==> config.mk <==
export PLATFORM = sky130hd
export DESIGN_NAME = blp_cell
export DESIGN_NICKNAME = d
export VERILOG_FILES = /design/src/sv/blp_pkg.sv /design/src/sv/blp_cell.sv
export SDC_FILE = /design/constraint.sdc
export NUM_CORES = 2
export LEC_CHECK = 0
export BUFFER_PORTS_ARGS = -buffer_cell sky130_fd_sc_hd__buf_2
export CAP_MARGIN = 30
export CORE_MARGIN = 2
export CORE_UTILIZATION = 35
export DETAILED_ROUTE_END_ITERATION = 10
export REMOVE_ABC_BUFFERS = 1
export SLEW_MARGIN = 20
export SYNTH_ARGS = -nofsm -noshare
export SYNTH_HDL_FRONTEND = slang
export SYNTH_SLANG_ARGS = --single-unit
==> constraint.sdc <==
create_clock -name clock -period 17.99 [get_ports clock]
set_input_delay 1.799 -clock clock [delete_from_list [all_inputs] [get_ports clock]]
set_output_delay 1.799 -clock clock [all_outputs]
set_load 0.005 [all_outputs]
==> src/sv/blp_pkg.sv <==
package blp_pkg;

   localparam int PRICE_W = 32;
   localparam int COEF_W = 32;
   localparam int STEPS_CSR_W = 9;
   localparam int CSR_INDEX_W = 3;
   localparam int CSR_DATA_W = 32;

   localparam logic [PRICE_W-1:0] PRICE_MAX = '1;
   localparam logic [COEF_W-1:0] ONE_Q31 = 32'h8000_0000;
   localparam logic [COEF_W-1:0] ONE_Q30 = 32'h4000_0000;

   // register indexes of the configuration port
   localparam logic [CSR_INDEX_W-1:0] CSR_UP_FACTOR = 3'd0;
   localparam logic [CSR_INDEX_W-1:0] CSR_DOWN_FACTOR = 3'd1;
   localparam logic [CSR_INDEX_W-1:0] CSR_UP_PROBABILITY = 3'd2;
   localparam logic [CSR_INDEX_W-1:0] CSR_DISCOUNT_FACTOR = 3'd3;
   localparam logic [CSR_INDEX_W-1:0] CSR_STEPS_IN_USE = 3'd4;
   localparam logic [CSR_INDEX_W-1:0] CSR_OPTION_KIND = 3'd5;

   typedef enum logic [2:0] {
      CELL_HOLD,
      CELL_LOAD,
      CELL_BUILD,
      CELL_PAYOFF,
      CELL_MIX,
      CELL_DISC
   } cell_op_type;

   typedef enum logic [2:0] {
      ST_IDLE,
      ST_BUILD,
      ST_PAYOFF,
      ST_MIX,
      ST_DISC,
      ST_FINISH
   } state_type;

   typedef struct packed {
      cell_op_type op;
      logic        put;
   } cell_cmd_type;

   typedef struct packed {
      logic [COEF_W-1:0]  up;
      logic [COEF_W-1:0]  down;
      logic [COEF_W-1:0]  prob;
      logic [COEF_W-1:0]  disc;
      logic [PRICE_W-1:0] strike;
   } cell_coef_type;

endpackage

==> src/sv/blp_cell.sv <==
module blp_cell #(
   parameter int IDX = 0,
   parameter int LW = 9
) (
   input  logic                   clock,
   input  logic                   reset,
   input  blp_pkg::cell_cmd_type  cmd,
   input  blp_pkg::cell_coef_type coef,
   input  logic [LW-1:0]          level,
   input  logic [31:0]            left_value,
   input  logic [31:0]            right_value,
   input  logic                   right_flag,
   output logic [31:0]            value,
   output logic                   flag
);
   import blp_pkg::*;

   logic [PRICE_W-1:0]   value_ff, value_in;
   logic                 flag_ff, flag_in;
   logic signed [32:0]   mul_a;
   logic [COEF_W-1:0]    mul_b;
   logic signed [65:0]   prod;
   logic                 sat;
   logic [PRICE_W-1:0]   scaled;
   logic                 below_level;
   logic                 at_top;

   assign below_level = IDX < int'(level);
   assign at_top = IDX == int'(level) + 1;

   // one shared multiplier per cell, operands picked by the current phase
   always_comb begin
      mul_a = '0;
      mul_b = '0;
      unique case (cmd.op)
         CELL_BUILD: begin
            if (IDX <= int'(level)) begin
               mul_a = $signed({1'b0, value_ff});
               mul_b = coef.down;
            end else begin
               mul_a = $signed({1'b0, left_value});
               mul_b = coef.up;
            end
         end
         // q*lower + p*upper == 2^31*lower + p*(upper - lower)
         CELL_MIX: begin
            mul_a = $signed({1'b0, right_value}) - $signed({1'b0, value_ff});
            mul_b = coef.prob;
         end
         CELL_DISC: begin
            mul_a = $signed({1'b0, value_ff});
            mul_b = coef.disc;
         end
         default: begin
         end
      endcase
   end

   assign prod = mul_a * $signed({1'b0, mul_b});
   assign sat = |prod[63:62];
   assign scaled = sat ? PRICE_MAX : prod[61:30];

   always_comb begin
      value_in = value_ff;
      flag_in = flag_ff;
      unique case (cmd.op)
         CELL_HOLD: begin
         end
         CELL_LOAD: begin
            if (IDX == 0) begin
               value_in = left_value;
            end
            flag_in = 1'b0;
         end
         CELL_BUILD: begin
            if (IDX <= int'(level) || at_top) begin
               value_in = scaled;
               flag_in = flag_ff | sat;
            end
         end
         CELL_PAYOFF: begin
            if (!cmd.put) begin
               value_in = (value_ff > coef.strike) ? value_ff - coef.strike : '0;
            end else begin
               value_in = (coef.strike > value_ff) ? coef.strike - value_ff : '0;
            end
         end
         CELL_MIX: begin
            // flags drift one cell toward the root per fold level
            flag_in = flag_ff | right_flag;
            if (below_level) begin
               value_in = value_ff + prod[62:31];
            end
         end
         CELL_DISC: begin
            if (below_level) begin
               value_in = prod[62:31];
            end
         end
         default: begin
         end
      endcase
   end

   always_ff @(posedge clock) begin
      value_ff <= value_in;
      if (reset) begin
         flag_ff <= 1'b0;
      end else begin
         flag_ff <= flag_in;
      end
   end

   assign value = value_ff;
   assign flag = flag_ff;

endmodule

==> metrics.md <==
| Metric | Value |
|---|---|
| Worst Setup End Kind | flip-flop |
| Crit path max fanout | 18 |
| Die Y | ~370 um |
| Vias in the first global route | 41371 |
| CP Data Arrival Time | 15.81 ns |
| Post-synth cell types | between 100 and 150 |
| GR Overflow Total | 0 |
| Max Clock Freq | approximately 63 MHz |
| Reg2reg end | value[31] |
| Design area | between 40000 and 50000 um2 |
| Final #Nets | 7192 |
| Clock Tree Buf Depth | 2 |
| HP Class | flip-flop to flip-flop |
| Synthesized area | roughly 46000 um2 |
| Seq/Total Area, Yosys | 2.12% |
| Min Tclk post-route | 15.76 ns |
| CTS Buf Count | 5 |
| Cells on worst reg2reg path | 48 |
| Max-cap viol count | 0 |
| GRT Total Usage | approximately a quarter |
| DRT Pass-1 Iters | 6 |
| Die X-Extent | 368 um |
| Hold Vio Cnt, Final | 0 |
| Fin crit share | 87.6% |
| P&R area growth vs syn | 7.81% |
| Share of layout cells above drive strength 1 | between 8 and 9% |
| Relative slew slack | ~23% |
| WL/cell | about 23 um |
| Initial antenna violation count | 11 |
| Setup bufs post-CTS | 0 |
| First-pass GRT wire length | roughly 250 mm |
| Initial DRC count | approximately 3400 |
| CTS tree | done |
| Predominant post-synthesis flop cell | edfxtp_1 |
| RSZ-0062 raised after global routing | no |
| Num ports | 273 |
| Die area | 135000 um2 |
| Number of flops mapped to enable cells by yosys | 32 |
| Starting density of the core | between 30% and 40% |
| Placed cell areas | 49800 um2 |
| Post-Synthesis Mean Instance Area | roughly 8.5 um2 |
| CTS Sinks | 33 |
| Vias per cell | ~5.4 |
| Final Slew Violations | 0 |
| Gate Count Post-Synth | around 5500 |
| Synth async-reset ratio | 0% |
| Port buffer count | 240 |
| Final ANT Viol Nets | 0 |
| Critical path required time | roughly 18 ns |
| Reg2reg start | value[1] |
| Vias after detailed routing | 39437 |
| Fillers | approximately 14000 |
| Setup Skew | between 0.005 and 0.006 ns |
| Post-DP HPWL | between 100 and 150 mm |
| Worst R2R Setup Slack | between 2 and 3 ns |
| Status | complete, no violations |
| Crit path top cell by count | fa_1 |
| Worst-skew pair later-pin latency | around 0.30 ns |
| Largest net degree at the start of global routing | 46 |
| CTS root buffer | clkbuf_16 |
| Routability cong. | slightly below 1 |
| CORE AREA | ~130000 um2 |
| # DRC | 0 |
| Syn. warnings | 0 |
| Cells after DPL | between 7000 and 8000 |
| Post-Route WL | 167 mm |
| Clk slew on worst S/H paths | around 0.070 ns |
| CP Launch Type | input pin |
| Worst setup path endpoint | value[31] |
| # hold bufs at CTS | 0 |
| Fin cells | around 7300 |
| Rows | 133 |
| Critical path startpoint | right_value[1] |
| Worst Path Class, Setup | input pin to flip-flop |
| Final setup fails | 0 |
| Worst Tran Pin Value | between 1 and 1.5 ns |
| Hold_ws | between 0.7 and 0.8 ns |
| CTS resizes | 0 |
| Critical path's largest stage delay | 0.84 ns |
| H-Tree Depth | 2 |
| TNS Setup | 0 ns |
| Slowest CP cell | a2111oi_0 |
| Seq cells post-synth | 33 |
## state kept, by name (all words and copies together) (netlist names)
signal  count
value      32
flag        1
## synth_stat cells (33+ instances only)
| library cell | count | area share [%] |
|---|---|---|
| a21o_1 | 82 | 1.3 |
| a21oi_1 | 205 | 2.2 |
| a22oi_1 | 34 | 0.55 |
| buf_2 | 50 | 0.54 |
| clkbuf_1 | 208 | 1.7 |
| fa_1 | 1096 | 47 |
| ha_1 | 311 | 8.4 |
| inv_1 | 1132 | 9.2 |
| mux2i_1 | 39 | 0.84 |
| nand2_1 | 461 | 3.7 |
| nand2b_1 | 82 | 1.1 |
| nand3_1 | 33 | 0.36 |
| nand4_1 | 38 | 0.51 |
| nor2_1 | 795 | 6.4 |
| nor3_1 | 43 | 0.46 |
| o21a_1 | 60 | 0.97 |
| o21ai_0 | 149 | 1.6 |
| xnor2_1 | 72 | 1.4 |
| xor2_1 | 36 | 0.68 |
## area by class of cell
class | instances | area [um2] | share of cell area (%)
clock buffers | 6 | 139 | 0.278
diodes | 4 | 10.0 | 0.0200
flip-flops and latches | 33 | 981 | 1.96
multi-input cells | 4008 | 40200 | 80.4
well taps | 1755 | 2200 | 4.39
clock inverters | 2 | 37.5 | 0.0751
inverters | 1132 | 4250 | 8.50
repair buffers | 365 | 2180 | 4.36
## metrics by stage
step	setup WS (ns)	utilization (%)
5_1_grt	1.87	38.0
2_1_floorplan	3.28	-
3_3_place_gp	2.41	37.8
3_5_place_dp	2.33	37.9
6_report	2.23	38.0
4_1_cts	2.61	38.0
## cells in the final DEF, fill, tap and decap left out, types with 121 or more instances in the layout
| master | instances |
|---|---|
| nor2_1 | 793 |
| o21ai_0 | 135 |
| a21oi_1 | 201 |
| ha_1 | 311 |
| fa_1 | 1096 |
| buf_2 | 240 |
| inv_1 | 1132 |
| buf_4 | 121 |
| nand2_1 | 460 |
## worst min-delay path by stage
stage | startpoint | cells after the start | endpoint
after floorplan | flag | 2 | flag
after global placement | flag | 4 | flag
after detailed placement | flag | 4 | flag
after CTS | flag | 4 | flag
after global routing | flag | 4 | flag
final | flag | 4 | flag
## cell families (layout without fill, tap and decap cells)
kind of cell / after synthesis / in the layout / share of synthesized area (%)
simple gates: 1604 / 1604 / 15.0
mux: 41 / 41 / 0.890
fa+ha+maj: 1407 / 1407 / 55.7
compound gates: 845 / 845 / 12.5
xor+xnor: 111 / 111 / 2.15
flops: 33 / 33 / 2.12
buf+inv: 1409 / 1505 / 11.7
other cells: 0 / 4 / 0
## per-layer routing
metal	part of all wire, %	up-vias	track usage [%]	wire (um)
met5	0	-	0	0
met4	4.3	0	8.99	7100
met3	8.8	327	3.73	14700
met2	46	1765	40.1	77200
met1	41	20269	33.8	67600
li1	-	17076	-	-
## worst max-delay path, delay by kind of cell
family / cells / cell delay [ns]
xor+xnor: 2 / 0.54
buf+inv: 7 / 1.06
simple gates: 5 / 1.62
fa+ha+maj: 11 / 5.19
compound gates: 21 / 5.27
mux: 2 / 0.31
Power is left out: the tool's default activity adds up to more than one toggle a clock period on the data nets, which glitch-free logic cannot reach.
